**src/design/image_header_dimension_probe_unit_assert.svh**
```systemverilog
// ---------------------------------------------------------------------------
// Assertion macros for the image header dimension probe.
// The enclosing module must provide clk and rst_n.
// ---------------------------------------------------------------------------
`ifndef IMAGE_HEADER_DIMENSION_PROBE_UNIT_ASSERT_SVH
`define IMAGE_HEADER_DIMENSION_PROBE_UNIT_ASSERT_SVH

// The consequent must hold in the same cycle as the antecedent.
`define IHDP_ASSERT_NOW(label, ante, cons, msg) \
  label: assert property (@(posedge clk) disable iff (!rst_n) (ante) |-> (cons)) \
    else $error(msg);

// The consequent must hold in the cycle after the antecedent.
`define IHDP_ASSERT_NEXT(label, ante, cons, msg) \
  label: assert property (@(posedge clk) disable iff (!rst_n) (ante) |=> (cons)) \
    else $error(msg);

`endif

```
**src/design/ihdp_pkg.sv**
```systemverilog
// ---------------------------------------------------------------------------
// ihdp_pkg
// Types, constants and small lookup functions shared by the image header
// dimension probe modules.
// ---------------------------------------------------------------------------
package ihdp_pkg;

  // Width of the saturating byte position counter.
  localparam int POSITION_BITS   = 22;
  localparam int SCAN_LIMIT_BITS = 22;
  localparam int CMP_BITS        = (POSITION_BITS > SCAN_LIMIT_BITS) ?
                                   POSITION_BITS + 1 : SCAN_LIMIT_BITS + 1;

  localparam logic [POSITION_BITS-1:0]   POS_MAX          = '1;
  localparam int                         HEADER_BYTES     = 26;
  localparam logic [SCAN_LIMIT_BITS-1:0] SCAN_LIMIT_RESET = SCAN_LIMIT_BITS'(128 * 1024);

  // Byte codes of interest.
  localparam logic [7:0] PNG_LEAD    = 8'h89;
  localparam logic [7:0] MARK_PREFIX = 8'hFF;
  localparam logic [7:0] MARK_SOI    = 8'hD8;
  localparam logic [7:0] MARK_EOI    = 8'hD9;
  localparam logic [7:0] MARK_SOS    = 8'hDA;
  localparam logic [7:0] MARK_RST0   = 8'hD0;
  localparam logic [7:0] MARK_RST7   = 8'hD7;
  localparam logic [7:0] MARK_TEM    = 8'h01;
  localparam logic [7:0] MARK_SOF0   = 8'hC0;
  localparam logic [7:0] MARK_SOF15  = 8'hCF;
  localparam logic [7:0] MARK_SOF2   = 8'hC2;
  localparam logic [7:0] MARK_DHT    = 8'hC4;
  localparam logic [7:0] MARK_JPG    = 8'hC8;
  localparam logic [7:0] MARK_DAC    = 8'hCC;

  // Result kinds.
  localparam logic [1:0] KIND_NONE = 2'd0;
  localparam logic [1:0] KIND_PNG  = 2'd1;
  localparam logic [1:0] KIND_JPEG = 2'd2;

  // Parse phases.
  typedef enum logic [3:0] {
    PH_FIRST     = 4'd0,
    PH_PNG       = 4'd1,
    PH_SOI       = 4'd2,
    PH_MARK0     = 4'd3,
    PH_MARK1     = 4'd4,
    PH_LEN0      = 4'd5,
    PH_LEN1      = 4'd6,
    PH_SKIP      = 4'd7,
    PH_SOF       = 4'd8,
    PH_HOLD_PNG  = 4'd9,
    PH_HOLD_JPEG = 4'd10,
    PH_DONE      = 4'd11
  } phase_t;

  // One input byte held in the input register.
  typedef struct packed {
    logic [7:0] data_byte;
    logic       end_of_entry;
  } item_t;

  // One result.
  typedef struct packed {
    logic [1:0]  image_kind;
    logic [15:0] image_width;
    logic [15:0] image_height;
    logic        is_progressive;
  } result_t;

  // Expected PNG signature and IHDR tag over the first sixteen bytes.
  function automatic logic [7:0] png_magic(input logic [3:0] idx);
    logic [7:0] val;
    case (idx)
      4'd0:    val = 8'h89;
      4'd1:    val = 8'h50;
      4'd2:    val = 8'h4E;
      4'd3:    val = 8'h47;
      4'd4:    val = 8'h0D;
      4'd5:    val = 8'h0A;
      4'd6:    val = 8'h1A;
      4'd7:    val = 8'h0A;
      4'd12:   val = 8'h49;
      4'd13:   val = 8'h48;
      4'd14:   val = 8'h44;
      4'd15:   val = 8'h52;
      default: val = 8'h00;
    endcase
    return val;
  endfunction

  // Start-of-frame markers carry the image size.
  function automatic logic is_frame_marker(input logic [7:0] m);
    return (m >= MARK_SOF0) && (m <= MARK_SOF15) &&
           (m != MARK_DHT) && (m != MARK_JPG) && (m != MARK_DAC);
  endfunction

endpackage

```
**src/design/ihdp_if.sv**
```systemverilog
// ---------------------------------------------------------------------------
// ihdp_in_if / ihdp_out_if
// Valid/ready channels for the byte stream and for the results.
// ---------------------------------------------------------------------------
interface ihdp_in_if;
  logic       valid;
  logic       ready;
  logic [7:0] data_byte;
  logic       end_of_entry;

  modport source (output valid, output data_byte, output end_of_entry, input ready);
  modport sink   (input valid, input data_byte, input end_of_entry, output ready);
endinterface

interface ihdp_out_if;
  logic        valid;
  logic        ready;
  logic [1:0]  image_kind;
  logic [15:0] image_width;
  logic [15:0] image_height;
  logic        is_progressive;

  modport source (output valid, output image_kind, output image_width,
                  output image_height, output is_progressive, input ready);
  modport sink   (input valid, input image_kind, input image_width,
                  input image_height, input is_progressive, output ready);
endinterface

```
**src/design/image_header_dimension_probe_unit.sv**
```systemverilog
// ---------------------------------------------------------------------------
// image_header_dimension_probe_unit
// Recognizes PNG and JPEG file entries from their bytes and reports the
// image kind, pixel width and height, and the progressive flag.
// ---------------------------------------------------------------------------
// Usage:
// - in_chan carries one byte per transaction, with end_of_entry set on the
//   last byte of an entry. Entries are sent back to back with no gap.
// - out_chan carries at most one result per entry: on the byte that decides
//   it, or on the last byte of the entry. Bytes after the decision are
//   consumed without a result.
// - cfg_wr_en/cfg_wr_data write scan_limit; write it only while idle.
// - Throughput is one byte per cycle while the result register is free. A
//   byte is parsed as it leaves the input register, and that step also
//   loads its result into the result register: the input register and
//   the result register lie around a single parse step.
// - When the receiver stalls, the result register holds its result and the
//   input register holds one more byte; in_chan.ready then drops.
// - Reset clears the parser to the start of an entry, empties both
//   registers and sets scan_limit to 131072.
// ---------------------------------------------------------------------------
module image_header_dimension_probe_unit
  import ihdp_pkg::*;
(
  input  logic                       clk,
  input  logic                       rst_n,
  ihdp_in_if.sink                    in_chan,
  ihdp_out_if.source                 out_chan,
  input  logic                       cfg_wr_en,
  input  logic [SCAN_LIMIT_BITS-1:0] cfg_wr_data
);

  `include "image_header_dimension_probe_unit_assert.svh"

  logic                       item_valid, adv, emit, out_free;
  item_t                      item;
  result_t                    result;
  logic [SCAN_LIMIT_BITS-1:0] scan_limit_r;

  // Scan limit register.
  always_ff @(posedge clk) begin
    if (!rst_n) begin
      scan_limit_r <= SCAN_LIMIT_RESET;
    end else if (cfg_wr_en) begin
      scan_limit_r <= cfg_wr_data;
    end
  end

  // A byte moves into the parser when the result register can take a result.
  assign adv = item_valid && out_free;

  ihdp_in_reg u_in_reg (
    .clk        (clk),
    .rst_n      (rst_n),
    .adv        (adv),
    .item_valid (item_valid),
    .item       (item),
    .in_chan    (in_chan)
  );

  ihdp_parser u_parser (
    .clk        (clk),
    .rst_n      (rst_n),
    .adv        (adv),
    .item       (item),
    .scan_limit (scan_limit_r),
    .emit       (emit),
    .result     (result)
  );

  ihdp_out_reg u_out_reg (
    .clk      (clk),
    .rst_n    (rst_n),
    .load     (adv && emit),
    .result   (result),
    .free     (out_free),
    .out_chan (out_chan)
  );

  // A none result carries no size and no flag.
  `IHDP_ASSERT_NOW(a_none_is_zero, out_chan.valid && (out_chan.image_kind == KIND_NONE), (out_chan.image_width == 16'd0) && (out_chan.image_height == 16'd0) && !out_chan.is_progressive, "none result with nonzero fields")
  // Only JPEG results can be progressive.
  `IHDP_ASSERT_NOW(a_prog_is_jpeg, out_chan.valid && out_chan.is_progressive, out_chan.image_kind == KIND_JPEG, "progressive flag on a non-JPEG result")
  // A PNG result always has a nonzero size.
  `IHDP_ASSERT_NOW(a_png_size, out_chan.valid && (out_chan.image_kind == KIND_PNG), (out_chan.image_width != 16'd0) && (out_chan.image_height != 16'd0), "PNG result with zero size")

endmodule

```
**src/design/ihdp_in_reg.sv**
```systemverilog
// ---------------------------------------------------------------------------
// ihdp_in_reg
// Input register: captures one byte per transaction and holds it until the
// parser consumes it.
// ---------------------------------------------------------------------------
module ihdp_in_reg
  import ihdp_pkg::*;
(
  input  logic  clk,
  input  logic  rst_n,
  input  logic  adv,
  output logic  item_valid,
  output item_t item,
  ihdp_in_if.sink in_chan
);

  logic  valid_r, valid_nxt;
  item_t item_r;
  logic  in_fire;

  // The register is free when empty or when its byte moves on this cycle.
  assign in_chan.ready = !valid_r || adv;
  assign in_fire       = in_chan.valid && in_chan.ready;

  always_comb begin
    if (in_fire) begin
      valid_nxt = 1'b1;
    end else if (adv) begin
      valid_nxt = 1'b0;
    end else begin
      valid_nxt = valid_r;
    end
  end

  always_ff @(posedge clk) begin
    if (!rst_n) begin
      valid_r <= 1'b0;
    end else begin
      valid_r <= valid_nxt;
    end
  end

  // Payload capture needs no reset.
  always_ff @(posedge clk) begin
    if (in_fire) begin
      item_r.data_byte    <= in_chan.data_byte;
      item_r.end_of_entry <= in_chan.end_of_entry;
    end
  end

  assign item_valid = valid_r;
  assign item       = item_r;

endmodule

```
**src/design/ihdp_parser.sv**
```systemverilog
// ---------------------------------------------------------------------------
// ihdp_parser
// Per-byte header parser: recognizes PNG and JPEG, walks JPEG segments and
// decides the result of an entry.
// ---------------------------------------------------------------------------
module ihdp_parser
  import ihdp_pkg::*;
(
  input  logic                       clk,
  input  logic                       rst_n,
  input  logic                       adv,
  input  item_t                      item,
  input  logic [SCAN_LIMIT_BITS-1:0] scan_limit,
  output logic                       emit,
  output result_t                    result
);

  `include "image_header_dimension_probe_unit_assert.svh"

  phase_t                   phase_r, phase_nxt, phase_step;
  logic [POSITION_BITS-1:0] pos_r, pos_nxt, pos_inc, consumed;
  logic                     sig_ok_r, sig_ok_nxt, sig_step;
  logic [31:0]              width_r, width_nxt, width_step;
  logic [31:0]              height_r, height_nxt, height_step;
  logic [7:0]               marker_r, marker_nxt, marker_step;
  logic [15:0]              skip_r, skip_nxt, skip_step;
  logic [2:0]               field_r, field_nxt, field_step;
  logic                     sent_r, sent_nxt;

  logic [7:0]  data_b;
  logic        last;
  logic        none_now, hold_emit, hdr_reached, limit_hit;
  logic        magic_chk, png_ok, standalone, end_marker, len_short;
  logic [15:0] seg_len;

  assign data_b = item.data_byte;
  assign last   = item.end_of_entry;

  // Position bookkeeping.
  assign pos_inc     = (pos_r == POS_MAX) ? pos_r : pos_r + 1'b1;
  assign hdr_reached = pos_inc >= POSITION_BITS'(HEADER_BYTES);
  assign consumed    = (pos_r < POSITION_BITS'(HEADER_BYTES)) ?
                       POSITION_BITS'(HEADER_BYTES) : pos_r;
  assign limit_hit   = CMP_BITS'(consumed) >= CMP_BITS'(scan_limit);

  // Byte classification.
  assign magic_chk  = (pos_r < POSITION_BITS'(16)) &&
                      ((pos_r < POSITION_BITS'(8)) || (pos_r >= POSITION_BITS'(12)));
  assign standalone = (data_b == MARK_SOI) || (data_b == MARK_TEM) ||
                      ((data_b >= MARK_RST0) && (data_b <= MARK_RST7));
  assign end_marker = (data_b == MARK_EOI) || (data_b == MARK_SOS);
  assign seg_len    = {skip_r[15:8], data_b};
  assign len_short  = seg_len < 16'd2;

  // Field updates caused by this byte, before the end-of-entry clear.
  always_comb begin
    sig_step    = sig_ok_r;
    width_step  = width_r;
    height_step = height_r;
    marker_step = marker_r;
    skip_step   = skip_r;
    field_step  = field_r;
    case (phase_r)
      PH_PNG: begin
        if (magic_chk && (data_b != png_magic(pos_r[3:0]))) begin
          sig_step = 1'b0;
        end
        if ((pos_r >= POSITION_BITS'(16)) && (pos_r < POSITION_BITS'(20))) begin
          width_step = {width_r[23:0], data_b};
        end else if (pos_r >= POSITION_BITS'(20)) begin
          height_step = {height_r[23:0], data_b};
        end
      end
      PH_MARK1: begin
        if (!standalone && !end_marker) begin
          marker_step = data_b;
        end
      end
      PH_LEN0: begin
        skip_step = {data_b, 8'h00};
      end
      PH_LEN1: begin
        if (!len_short) begin
          if (is_frame_marker(marker_r)) begin
            field_step = 3'd0;
          end else begin
            skip_step = seg_len - 16'd2;
          end
        end
      end
      PH_SKIP: begin
        skip_step = skip_r - 16'd1;
      end
      PH_SOF: begin
        case (field_r)
          3'd1:    height_step = {16'h0000, data_b, 8'h00};
          3'd2:    height_step = height_r | {24'h000000, data_b};
          3'd3:    width_step  = {16'h0000, data_b, 8'h00};
          3'd4:    width_step  = width_r | {24'h000000, data_b};
          default: ;
        endcase
        field_step = field_r + 3'd1;
      end
      default: ;
    endcase
  end

  assign png_ok = sig_step &&
                  (width_step != 32'd0) && (width_step[31:16] == 16'h0000) &&
                  (height_step != 32'd0) && (height_step[31:16] == 16'h0000);

  // Decision: a byte that rules the entry out.
  always_comb begin
    unique case (phase_r)
      PH_FIRST: none_now = (data_b != PNG_LEAD) && (data_b != MARK_PREFIX);
      PH_PNG:   none_now = (pos_r >= POSITION_BITS'(23)) && !png_ok;
      PH_SOI:   none_now = data_b != MARK_SOI;
      PH_MARK0: none_now = limit_hit || (data_b != MARK_PREFIX);
      PH_MARK1: none_now = end_marker;
      PH_LEN1:  none_now = len_short;
      default:  none_now = 1'b0;
    endcase
  end

  // Next phase.
  always_comb begin
    phase_step = phase_r;
    unique case (phase_r)
      PH_FIRST: begin
        if (data_b == PNG_LEAD) begin
          phase_step = PH_PNG;
        end else if (data_b == MARK_PREFIX) begin
          phase_step = PH_SOI;
        end
      end
      PH_PNG: begin
        if ((pos_r >= POSITION_BITS'(23)) && png_ok) begin
          phase_step = PH_HOLD_PNG;
        end
      end
      PH_SOI: begin
        if (data_b == MARK_SOI) begin
          phase_step = PH_MARK0;
        end
      end
      PH_MARK0: begin
        phase_step = PH_MARK1;
      end
      PH_MARK1: begin
        phase_step = standalone ? PH_MARK0 : PH_LEN0;
      end
      PH_LEN0: begin
        phase_step = PH_LEN1;
      end
      PH_LEN1: begin
        if (is_frame_marker(marker_r)) begin
          phase_step = PH_SOF;
        end else if (skip_step == 16'd0) begin
          phase_step = PH_MARK0;
        end else begin
          phase_step = PH_SKIP;
        end
      end
      PH_SKIP: begin
        if (skip_step == 16'd0) begin
          phase_step = PH_MARK0;
        end
      end
      PH_SOF: begin
        if (field_r >= 3'd4) begin
          phase_step = PH_HOLD_JPEG;
        end
      end
      default: ;
    endcase

    if (last) begin
      phase_nxt = PH_FIRST;
    end else if (none_now || hold_emit) begin
      phase_nxt = PH_DONE;
    end else begin
      phase_nxt = phase_step;
    end
  end

  // Result selection and the end-of-entry clear.
  assign hold_emit = !none_now && hdr_reached &&
                     ((phase_step == PH_HOLD_PNG) || (phase_step == PH_HOLD_JPEG));
  assign emit      = none_now || hold_emit || (last && !sent_r);

  always_comb begin
    result = '0;
    if (hold_emit) begin
      result.image_width  = width_step[15:0];
      result.image_height = height_step[15:0];
      if (phase_step == PH_HOLD_PNG) begin
        result.image_kind = KIND_PNG;
      end else begin
        result.image_kind     = KIND_JPEG;
        result.is_progressive = marker_r == MARK_SOF2;
      end
    end
  end

  always_comb begin
    if (last) begin
      pos_nxt    = '0;
      sig_ok_nxt = 1'b1;
      width_nxt  = 32'd0;
      height_nxt = 32'd0;
      marker_nxt = 8'h00;
      skip_nxt   = 16'd0;
      field_nxt  = 3'd0;
      sent_nxt   = 1'b0;
    end else begin
      pos_nxt    = pos_inc;
      sig_ok_nxt = sig_step;
      width_nxt  = width_step;
      height_nxt = height_step;
      marker_nxt = marker_step;
      skip_nxt   = skip_step;
      field_nxt  = field_step;
      sent_nxt   = sent_r || none_now || hold_emit;
    end
  end

  // Parser state advances once per consumed byte.
  always_ff @(posedge clk) begin
    if (!rst_n) begin
      phase_r  <= PH_FIRST;
      pos_r    <= '0;
      sig_ok_r <= 1'b1;
      width_r  <= 32'd0;
      height_r <= 32'd0;
      marker_r <= 8'h00;
      skip_r   <= 16'd0;
      field_r  <= 3'd0;
      sent_r   <= 1'b0;
    end else if (adv) begin
      phase_r  <= phase_nxt;
      pos_r    <= pos_nxt;
      sig_ok_r <= sig_ok_nxt;
      width_r  <= width_nxt;
      height_r <= height_nxt;
      marker_r <= marker_nxt;
      skip_r   <= skip_nxt;
      field_r  <= field_nxt;
      sent_r   <= sent_nxt;
    end
  end

  // An entry boundary returns the parser to its initial state.
  `IHDP_ASSERT_NEXT(a_entry_clear, adv && last, (phase_r == PH_FIRST) && (pos_r == '0) && !sent_r, "parser state not cleared after the last byte")
  // Only one result per entry.
  `IHDP_ASSERT_NOW(a_single_result, adv && emit, !sent_r, "second result within one entry")
  // Once decided, the parser rests in the done phase until the entry ends.
  `IHDP_ASSERT_NEXT(a_done_after_emit, adv && emit && !last, (phase_r == PH_DONE) && sent_r, "parser not done after its result")

endmodule

```
**src/design/ihdp_out_reg.sv**
```systemverilog
// ---------------------------------------------------------------------------
// ihdp_out_reg
// Result register: holds one result until the receiver takes it.
// ---------------------------------------------------------------------------
module ihdp_out_reg
  import ihdp_pkg::*;
(
  input  logic    clk,
  input  logic    rst_n,
  input  logic    load,
  input  result_t result,
  output logic    free,
  ihdp_out_if.source out_chan
);

  logic    valid_r, valid_nxt;
  result_t result_r;

  // Free when empty or when the held result leaves this cycle.
  assign free = !valid_r || out_chan.ready;

  always_comb begin
    if (load) begin
      valid_nxt = 1'b1;
    end else if (out_chan.ready) begin
      valid_nxt = 1'b0;
    end else begin
      valid_nxt = valid_r;
    end
  end

  always_ff @(posedge clk) begin
    if (!rst_n) begin
      valid_r <= 1'b0;
    end else begin
      valid_r <= valid_nxt;
    end
  end

  always_ff @(posedge clk) begin
    if (load) begin
      result_r <= result;
    end
  end

  assign out_chan.valid          = valid_r;
  assign out_chan.image_kind     = result_r.image_kind;
  assign out_chan.image_width    = result_r.image_width;
  assign out_chan.image_height   = result_r.image_height;
  assign out_chan.is_progressive = result_r.is_progressive;

endmodule
```
**src/flat_wrapper.sv**
```systemverilog
// flat-port wrapper written by rule: the top's interface ports become plain ports
module image_header_dimension_probe_unit_flat import ihdp_pkg::*;
  (clk, rst_n, cfg_wr_en, cfg_wr_data, in_chan_valid, in_chan_data_byte, in_chan_end_of_entry, in_chan_ready, out_chan_valid, out_chan_image_kind, out_chan_image_width, out_chan_image_height, out_chan_is_progressive, out_chan_ready);
  ihdp_in_if in_chan_i ();
  ihdp_out_if out_chan_i ();
  input  logic clk;
  input  logic rst_n;
  input  logic cfg_wr_en;
  input  logic [SCAN_LIMIT_BITS-1:0] cfg_wr_data;
  input wire logic [$bits(in_chan_i.valid)-1:0] in_chan_valid;
  input wire logic [$bits(in_chan_i.data_byte)-1:0] in_chan_data_byte;
  input wire logic [$bits(in_chan_i.end_of_entry)-1:0] in_chan_end_of_entry;
  output wire logic [$bits(in_chan_i.ready)-1:0] in_chan_ready;
  output wire logic [$bits(out_chan_i.valid)-1:0] out_chan_valid;
  output wire logic [$bits(out_chan_i.image_kind)-1:0] out_chan_image_kind;
  output wire logic [$bits(out_chan_i.image_width)-1:0] out_chan_image_width;
  output wire logic [$bits(out_chan_i.image_height)-1:0] out_chan_image_height;
  output wire logic [$bits(out_chan_i.is_progressive)-1:0] out_chan_is_progressive;
  input wire logic [$bits(out_chan_i.ready)-1:0] out_chan_ready;
  assign in_chan_i.valid = in_chan_valid;
  assign in_chan_i.data_byte = in_chan_data_byte;
  assign in_chan_i.end_of_entry = in_chan_end_of_entry;
  assign in_chan_ready = in_chan_i.ready;
  assign out_chan_valid = out_chan_i.valid;
  assign out_chan_image_kind = out_chan_i.image_kind;
  assign out_chan_image_width = out_chan_i.image_width;
  assign out_chan_image_height = out_chan_i.image_height;
  assign out_chan_is_progressive = out_chan_i.is_progressive;
  assign out_chan_i.ready = out_chan_ready;
  image_header_dimension_probe_unit u_core (.clk(clk), .rst_n(rst_n), .in_chan(in_chan_i), .out_chan(out_chan_i), .cfg_wr_en(cfg_wr_en), .cfg_wr_data(cfg_wr_data));
endmodule
```
**config.mk**
```make
export PLATFORM = sky130hd
export DESIGN_NAME = image_header_dimension_probe_unit_flat
export DESIGN_NICKNAME = d
export VERILOG_FILES = /design/src/design/ihdp_pkg.sv /design/src/design/ihdp_if.sv /design/src/design/image_header_dimension_probe_unit.sv /design/src/design/ihdp_in_reg.sv /design/src/design/ihdp_parser.sv /design/src/design/ihdp_out_reg.sv /design/src/flat_wrapper.sv
export VERILOG_INCLUDE_DIRS = /design/src /design/src/design
export SDC_FILE = /design/constraint.sdc
export NUM_CORES = 1
export LEC_CHECK = 0
export ABC_AREA = 1
export ABC_CLOCK_PERIOD_IN_PS = 11000
export BUFFER_PORTS_ARGS = -buffer_cell sky130_fd_sc_hd__buf_2
export CAP_MARGIN = 10
export CORE_MARGIN = 4
export CORE_UTILIZATION = 67
export CTS_CLUSTER_SIZE = 20
export DETAILED_ROUTE_END_ITERATION = 10
export GPL_ROUTABILITY_DRIVEN = 1
export PLACE_DENSITY = 0.87
export SETUP_SLACK_MARGIN = 0.4
export SLEW_MARGIN = 20
export SYNTH_ARGS = -nofsm -noshare
export SYNTH_HDL_FRONTEND = slang
export SYNTH_SLANG_ARGS = --single-unit
```
**constraint.sdc**
```tcl
create_clock -name clk -period 11 [get_ports clk]
set_input_delay 1.1 -clock clk [delete_from_list [all_inputs] [get_ports clk]]
set_output_delay 1.1 -clock clk [all_outputs]
set_load 0.03 [all_outputs]
```
* Yosys cells after proc, flatten, opt, wreduce, memory -nomap -nowiden
Memories as Yosys holds them, arrays and structs flattened. A register that Yosys moved wholly into a read port is not among the register bits.
Cells that the tools add are included.
** Word-level totals
- Bits in registers :: 187
- Bits in read-only memories :: 112
- Input bits :: 36
- Word-level logic and storage cells :: 176
- Memories :: 1
** Memories
- (name not given) :: words 16, bits a word 7, read ports 1, clocked after memory_dff 1, write ports 0, line ihdp_pkg.sv:72 : case (idx)
** Operators by class
- $add $sub $neg :: 4
- $lt $le $gt $ge :: 16
- Eq/ne operators :: 31
- Muxes and demuxes :: 48
- Bitwise operators :: 3
- Reductions and logical operators :: 55
** Operator list (number)
- 32-bit case mux with 2 select lines :: 4
- 32-bit two-way mux :: 5
- 22-bit by 5-bit greater-or-equal comparator with 1-bit output, second input constant :: 4
- 22-bit by 5-bit less-than comparator with 1-bit output, second input constant :: 3
- 22-bit two-way mux :: 3
- 32-bit by 8-bit OR with 32-bit output :: 2
- 32-bit nonzero test :: 2
- 8-bit equality test, second input constant :: 6
- 16-bit logical NOT :: 3
- 16-bit two-way mux :: 3
- 8-bit inequality test, second input constant :: 6
- 16-bit case mux with 3 select lines :: 1
- 4-bit two-way mux :: 11
- 4-bit case mux with 9 select lines :: 1
- 8-bit two-way mux :: 4
- 22-bit by 1-bit adder with 22-bit output, second input constant :: 1
- 22-bit equality test, second input constant :: 1
- 22-bit greater-or-equal comparator :: 1
- 22-bit by 4-bit greater-or-equal comparator with 1-bit output, second input constant :: 1
- 1-bit logical AND :: 22
- 22-bit by 4-bit less-than comparator with 1-bit output, second input constant :: 1
- 4-bit by 3-bit equality test with 1-bit output, second input constant :: 4
- 8-bit greater-or-equal comparator, second input constant :: 2
- 8-bit less-or-equal comparator, second input constant :: 2
- other kinds (28) :: 64

* Longest topological paths before layout
Gate-level depths: netlist of the first run.
- Depth in word-level cells :: 20
- Gate-level depth with buffers :: 26

* Cells and area by module
From an unflattened synthesis of the first run, not the netlist that was laid out.
** Second synthesis, totals
- Cell total of the unflattened synthesis :: 1962
- Area, all modules :: 12552.0 µm²
** By module, submodules not included
- ihdp_parser :: instances 1, cells an instance 1763, area each 10201.0 µm², sequential area each 2522.4 µm²
- ihdp_out_reg :: instances 1, cells an instance 41, area each 1097.3 µm², sequential area each 1071.0 µm²
- image_header_dimension_probe_unit :: instances 1, cells an instance 142, area each 932.1 µm², sequential area each 440.4 µm²
- ihdp_in_reg :: instances 1, cells an instance 16, area each 321.6 µm², sequential area each 290.3 µm²

* Worst setup path after synthesis of the first run
Ideal clock, no wire load.
- Path kind :: reg-to-reg
- Start :: reg u_core.u_parser.pos_r[10]
- End :: reg u_core.u_out_reg.result_r, in the netlist u_core.u_out_reg.out_chan.image_height[0] (enable)
- Data arrival time :: 3.276 ns
- Data required time :: 10.610 ns
- Slack :: 7.335 ns
- Cell stages (with the launch flop) :: 27
- Period minus slack after synthesis :: 3.665 ns
- Path through :: dfxtp_1 -> buf_6 -> nor2_2 -> nand2_2 -> nor2_8 -> nand2_4 -> nor2_1 -> o21ai_0 -> inv_1 -> nor2_1 -> ha_1 -> nand2_1 -> nor2_1 -> o21ai_0 -> o211ai_1 -> nand2_1 -> a31oi_1 -> nor2_1 -> o21ai_0 -> nand2_1 -> nand3_1 -> nand2_1 -> nand2_1 -> nor2_2 -> nand3_1 -> nand2_1 -> inv_1
** Between the ends
- Cells in the longest elaborated chain, start to end :: 19
** RTL lines
- start: declaration :: line ihdp_parser.sv:21 : logic [POSITION_BITS-1:0] pos_r, pos_nxt, pos_inc, consumed;
- start signal: assignment :: line ihdp_parser.sv:241 : pos_r <= pos_nxt;
- branches (longest 16 deep; another with 22-bit by 5-bit greater-or-equal comparator with 1-bit output)
- 1-bit logical OR (*) (2 in series) :: line ihdp_parser.sv:189 : assign emit = none_now || hold_emit || (last && !sent_r);
- 1-bit logical AND (*) :: line image_header_dimension_probe_unit.sv:74 : .load (adv && emit),
- net u_core.u_out_reg.load :: line ihdp_out_reg.sv:10 : input logic load,
- end signal: assignment :: line ihdp_out_reg.sv:42 : result_r <= result;
- end: declaration :: line ihdp_out_reg.sv:17 : result_t result_r;
Mark *: on every way through the listed nets, which the timed path passes.
A chain may end at the register's enable or synchronous reset.

* Final worst setup path of the first run
- Start :: reg u_core.u_parser.phase_r[1]
- End :: reg u_core.u_out_reg.result_r, in the netlist u_core.u_out_reg.out_chan.image_width[3] (enable)
** Between the ends
- Cells in the longest elaborated chain, start to end :: 16
** RTL lines
- start: declaration :: line ihdp_parser.sv:20 : phase_t phase_r, phase_nxt, phase_step;
- start signal: assignment :: line ihdp_parser.sv:240 : phase_r <= phase_nxt;
- 4-bit equality test or 4-bit by 1-bit equality test with 1-bit output (tied branches) :: line ihdp_parser.sv:63, ihdp_parser.sv:128, ihdp_parser.sv:114
- 32-bit case mux with 2 select lines :: line ihdp_parser.sv:63 : case (phase_r)
- 32-bit nonzero test :: line ihdp_parser.sv:109 : (width_step != 32'd0) && (width_step[31:16] == 16'h0000) &&
- 1-bit logical AND :: line ihdp_parser.sv:108 : assign png_ok = sig_step &&
- 1-bit logical AND (2 in series) :: line ihdp_parser.sv:109
- 1-bit logical AND :: line ihdp_parser.sv:110 : (height_step != 32'd0) && (height_step[31:16] == 16'h0000);
- 1-bit logical AND or 1-bit logical NOT (tied branches) :: line ihdp_parser.sv:137, ihdp_parser.sv:116
- 4-bit two-way mux or 1-bit logical AND (tied branches) :: line ihdp_parser.sv:137, ihdp_parser.sv:116
- 4-bit case mux with 9 select lines or 1-bit case mux with 6 select lines (tied branches) :: line ihdp_parser.sv:128, ihdp_parser.sv:114
- 4-bit equality test or 1-bit logical NOT (tied branches) :: line ihdp_parser.sv:188, ihdp_parser.sv:187
- 1-bit logical OR or 1-bit logical AND (tied branches) :: line ihdp_parser.sv:188, ihdp_parser.sv:187
- 1-bit logical AND :: line ihdp_parser.sv:187 : assign hold_emit = !none_now && hdr_reached &&
- 1-bit logical OR (*) (2 in series) :: line ihdp_parser.sv:189
- 1-bit logical AND (*) :: line image_header_dimension_probe_unit.sv:74
- net u_core.u_out_reg.load :: line ihdp_out_reg.sv:10
Mark *: on every way through the listed nets, which the timed path passes. The rest lies on a longest branch.

==> results.ini, run 1 <==
[status]
outcome=finished, final reports clean

[clocking]
post_cts_buffers=0
cts_hold_buf=0
cts_tree=yes
cts_sinks=194
path_clk_slew_ns=0.07
cts_buffers=17
cts_root_buffer=clkbuf_16
insertion_delay_ns=0.45
cts_resized=0
clockBufferDepth=2
htree_levels=4

[detailed_routing]
dr.pass1.iters=8
vias_per_cell=5.76
num_vias=12300
routed_wl_mm=32.6
drc_errors=0
wire_per_inst_microns=15.3
ant_nets=0
initialDrtViolationCount=1527

[sta]
slew_viol_final=0
rsz0062_at_grt=false
finalHoldViolations=0
fin_ws_ns=6.66
worst_slew_pin_slew_ns=1.07
hold-worst-slack_ns=0.462
period_share_pct=39.4
slew_headroom_pct=28.2
fin_worst_skew_ns=0.0138
finalSetupTns_ns=0
fmax_mhz=231
post-route-min-period_ns=4.34
finalSetupViolCount=0

[placement]
dp_worst_setup_slack_ns=6.60
io_buffers=72
dp_cells=2096
dp_hpwl_mm=22.6
gp_congestion=0.971

[die]
ios=73
start_util_pct=68.8
core_area_sq_mm=0.0181
rows=49
dieArea_sq_mm=0.0208
die_h_microns=144
die_w_microns=144

[critical_path]
worstReg2RegStart=u_core.u_parser.phase_r[1]
critical_path_class=reg -> reg
crit_start=u_core.u_parser.phase_r[1]
cp-end-kind=register
cp.required_ns=11.09
r2r_setup_slack_ns=6.66
crit_path_max_fanout=39
arrival_ns=4.43
startpoint_type=register

[logic_synthesis]
synth-async-reset-ratio_pct=0
ys_seq_area_share_pct=34.8
yosys_warnings=0
synth_edf_count=44
syn_nets=1959
syn-mean-instance-area_sq_um=6.59
synth_area_sq_mm=0.0124
syn_inst=1887
synthDistinctLibCells=47
ys_seq_elements=194
synth-main-ff-cell=dfxtp_1

[power]
p_leak_nw=5.69
power_density_mw_per_mm2=115
ir_worst_vdd_mv=0.117

[layout]
layout_common_cells=nand2_1, inv_1, a21oi_1, nor2_1, dfxtp_1
final_cell_count_no_fill=2128
fill_cells=1502
final_util_pct=72.9
multi_input_area_sq_mm=0.00683
drive_gt1_share_pct=10.5
diodes=0
syn2layout_area_growth_pct=5.97
final_common_cell=nand2_1
register_area_sq_mm=0.00432
nets=1958

[grt]
antenna_found_initial=0
grt_pass1_vias=11100
grt_use_total_pct=31.4
grt_pass1_wl_mm=53.4
grt_max_degree=71
overflow=0

[min_path]
min_from=u_core.scan_limit_r[16]
worstHoldPathType=reg -> reg

[run]
drv_cap=0

## through the flow
stage | total power [mW] | cell area, sq um
5_1_grt | 1.56 | 13200
3_5_place_dp | 0.906 | 12600
3_3_place_gp | 0.903 | 12600
4_1_cts | 1.52 | 13200
6_report | 1.52 | 13200
2_1_floorplan | 0.869 | 12400
## state kept, by name, summed over array words and instances (netlist names), 3 cells and up, named ones only
register	flops
u_core.u_in_reg.item	9
u_core.u_out_reg.out_chan.image_height	16
u_core.u_parser.field_r	3
u_core.scan_limit_r	22
u_core.u_parser.phase_r	4
u_core.u_parser.pos_r	22
u_core.u_parser.width_r	32
u_core.u_parser.marker_r	8
u_core.u_parser.skip_r	16
u_core.u_parser.height_r	32
u_core.u_out_reg.out_chan.image_width	16
## Yosys cell counts (10+ instances only)
library cell,n,area [sq um]
nand2_1,633,2380
a21oi_1,185,926
inv_1,185,694
nor2_1,163,612
dfxtp_1,150,3000
nand3_1,129,646
clkbuf_1,56,210
o21ai_0,52,260
edfxtp_1,44,1320
ha_1,36,450
nand4_1,25,156
nor2_4,22,248
nor3_1,20,100
buf_2,17,85.1
inv_2,17,63.8
o211ai_1,16,120
buf_6,14,158
xnor2_1,14,123
nand2_4,10,113
nor2_2,10,62.6
xor2_1,10,87.6
## cell type report
| type | instances | area share (%) |
|---|---|---|
| well taps | 229 | 2.17 |
| flip-flops and latches | 194 | 32.8 |
| clock buffers | 20 | 3.47 |
| inverters | 205 | 5.85 |
| repair buffers | 77 | 3.02 |
| clock inverters | 12 | 0.901 |
| multi-input cells | 1391 | 51.8 |
## path summary, 6_finish.rpt
check | endpoint | cells past startpoint
max | u_core.u_out_reg.out_chan.image_width[3] | 22
min | u_core.scan_limit_r[16] | 2
max reg2reg | u_core.u_out_reg.out_chan.image_width[3] | 22
min reg2reg | u_core.scan_limit_r[16] | 2
## critical path, stage by stage, from the launching register on
cell	delay (ns)
dfxtp_1	0.59
nor2_4	0.09
nand3_2	0.25
inv_2	0.14
o21ai_1	0.16
nand2_4	0.19
clkinv_2	0.10
nand2_4	0.16
nand2_1	0.10
nand2_1	0.06
nor2_1	0.30
nand3_1	0.14
nor2_1	0.11
nand3_1	0.10
nor2_2	0.19
nand2_1	0.11
nand2_1	0.08
nand2_2	0.04
buf_4	0.33
nand3_1	0.15
nand2_1	0.08
inv_1	0.06
buf_4	0.39
## cells by family after synthesis
family | count (synthesis) | synth area share, %
XOR/XNOR | 24 | 1.69
adder cells (fa/ha/maj) | 36 | 3.62
AND/OR/NAND/NOR | 1047 | 37.1
flip-flops | 194 | 34.8
AO/OA/AOI/OAI | 284 | 12.4
buffers and inverters | 302 | 10.5
## routing by layer
layer | vias to the layer above | global-route usage (%) | wire (microns)
met5 | - | 0 | 0
met1 | 5530 | 42.0 | 13700
met2 | 607 | 51.1 | 15200
met3 | 94 | 4.93 | 2730
met4 | 0 | 12.4 | 962
li1 | 6036 | - | -
## power by group
group          internal [mW]  switching, mW
sequential             0.744         0.0130
clock                  0.331          0.294
combinational         0.0354         0.0991
total                   1.11          0.406
Note: power is estimated with default switching activity, not from simulation.
==> run 2: changes to the inputs <==
ABC_CLOCK_PERIOD_IN_PS = 3750   (was 11000)
CORE_UTILIZATION = 56   (was 67)
PLACE_DENSITY = 0.77   (was 0.87)
clock period = 3.75 ns   (was 11 ns; I/O delays follow)
==> results.ini, run 2 (same netlist as run 1, synthesis figures left out) <==
[sta]
finalSetupTns_ns=0  ; unchanged
period_share_pct=90.8  ; +51 points
slew_viol_final=0  ; unchanged
finalSetupViolCount=0  ; unchanged
fmax_mhz=294  ; +27%
hold-worst-slack_ns=0.105  ; -0.357 ns
rsz0062_at_grt=true
fin_ws_ns=0.345  ; -6.32 ns
worst_slew_pin_slew_ns=0.983  ; -0.0910 ns
fin_worst_skew_ns=0.0118  ; -0.00202 ns
finalHoldViolations=0  ; unchanged
post-route-min-period_ns=3.40  ; -0.933 ns
slew_headroom_pct=34.4  ; +6.2 points

[layout]
nets=2020  ; +3.2%
layout_common_cells=nand2_1, a21oi_1, inv_1, nor2_1, dfxtp_1
drive_gt1_share_pct=15.7  ; +5.2 points
diodes=0  ; unchanged
final_common_cell=nand2_1
finalInstanceArea_sq_mm=0.0141  ; +6.7%
top_regs=u_core.u_parser.height_r: 32 flops, u_core.u_parser.width_r: 32 flops
syn2layout_area_growth_pct=13.1
final_cell_count_no_fill=2241  ; +5.3%
final_util_pct=64.5  ; -8.4 points

[grt]
grt_max_degree=60  ; -15%
overflow=0  ; unchanged
grt_pass1_vias=11700  ; +5.6%
grt_pass1_wl_mm=56.7  ; +6.2%
antenna_found_initial=0  ; unchanged
grt_use_total_pct=27.9  ; -3.5 points

[critical_path]
max_stage_delay_ns=0.43  ; -0.16 ns
critical_path_class=reg -> reg
arrival_ns=3.57  ; -0.86 ns
cp_cell_sequence=nand2_2 > inv_1 > nand4_1 > nor2_1 > nand2_1 > nor2_4 > inv_1 > nand2_1 > nand3_1 > nor2_1 > nand2_1 > nand2_1 > inv_1 > nand4_1 > nand2_1 > a21oi_1 > nand2_2 > nand3_2 > nand2_2 > clkinvlp_4 > buf_12 > clkbuf_16
cp.required_ns=3.91  ; -7.18 ns
crit_path_max_fanout=8  ; -79%
critPathMostFrequentCell=nand2_1
startpoint_type=register
cp-end-kind=register
cp_slowest_cell=dfxtp_1

[power]
pwr-share-comb_pct=10.4  ; +1.5 points
power_mw=4.64  ; +210%
p_switching_mw=1.29  ; +220%
seqPwrFrac_pct=47.6  ; -2.3 points
power_density_mw_per_mm2=329  ; +190%
switching_share_pct=27.8  ; +1.0 points
intPower_mw=3.35  ; +200%
p_clk_share_pct=42.0  ; +0.8 points
ir_worst_vdd_mv=0.273  ; +130%
p_leak_nw=6.09  ; +7.0%

[die]
core_area_sq_mm=0.0218  ; +21%
die_h_microns=157  ; +8.9%
start_util_pct=57.0  ; -12 points
die_w_microns=157  ; +8.9%
dieArea_sq_mm=0.0247  ; +19%
ios=73  ; unchanged
rows=54  ; +10%

[detailed_routing]
ant_nets=0  ; unchanged
vias_per_cell=5.62  ; -2.5%
routed_wl_mm=34.8  ; +6.7%
drc_errors=0  ; unchanged
num_vias=12600  ; +2.7%
dr.pass1.iters=5  ; -3
initialDrtViolationCount=1228  ; -20%
wire_per_inst_microns=15.5  ; +1.4%

[placement]
placed_area_sq_mm=0.0129  ; +2.7%
gp_congestion=0.952  ; -2.0%
dp_worst_setup_slack_ns=0.206  ; -6.39 ns
dp_hpwl_mm=23.9  ; +5.6%
io_buffers=72  ; unchanged
dp_cells=2177  ; +3.9%

[clocking]
path_clk_slew_ns=0.08  ; about the same
cts_hold_buf=0  ; unchanged
cts_tree=yes
clockBufferDepth=2  ; unchanged
cts_buffers=17  ; unchanged
htree_levels=4  ; unchanged
cts_root_buffer=clkbuf_16
cts_sinks=194  ; unchanged
insertion_delay_ns=0.44  ; about the same

[min_path]
worstHoldPathType=in -> reg

[run]
drv_cap=0  ; unchanged

[status]
outcome=finished, final reports clean

==> run 2: power groups by stage <==
stage	clock [mW]	combinational, mW	sequential [mW]
after CTS	1.95	0.459	2.21
after detailed placement	0	0.430	2.26
after global placement	0	0.424	2.26
final	1.95	0.480	2.21
after global routing	2.04	0.521	2.21
after floorplan	0	0.271	2.28
==> run 2: critical path: cells and delay by family (launching register included) <==
kind	cells	cell delay, ns
simple gates	15	1.78
buf+inv	6	0.75
flops	1	0.43
compound gates	1	0.16
==> run 2: worst paths after layout <==
kind                                          startpoint                                         end  slack [ns]  cells past startpoint
worst max register to register  u_core.u_parser.pos_r[3]  u_core.u_out_reg.out_chan.image_height[10]        0.35                     22
worst min register to register   u_core.scan_limit_r[11]                     u_core.scan_limit_r[11]        0.46                      2
worst min-delay path                in_chan_data_byte[4]                     u_core.u_in_reg.item[5]        0.11                      1
worst max-delay path            u_core.u_parser.pos_r[3]  u_core.u_out_reg.out_chan.image_height[10]        0.35                     22
==> run 2: timing repair <==
| item | 4_1_cts | 5_1_grt |
|---|---|---|
| setup endpoints to repair | 35 | 76 |
| gates resized for setup | 34 | 28 |
| gates cloned | 2 | 2 |
| buffers inserted | 8 | 20 |
| pin swaps | 3 | 13 |
==> run 2: cell type report <==
type,count,area (sq um)
clock buffer,17,425
fill,1919,7750
sequential,194,4360
timing repair buffer,139,988
tap,280,350
inverter,205,783
clock inverter,15,193
multi-input combinational,1391,6980
==> run 2: metal layers <==
metal | GRT usage [%] | up-vias | part of all wire [%]
li1 | - | 6168 | -
met1 | 37.2 | 5742 | 43
met2 | 45.4 | 593 | 46
met3 | 4.73 | 94 | 8.4
met4 | 10.9 | 0 | 3.1
met5 | 0 | - | 0
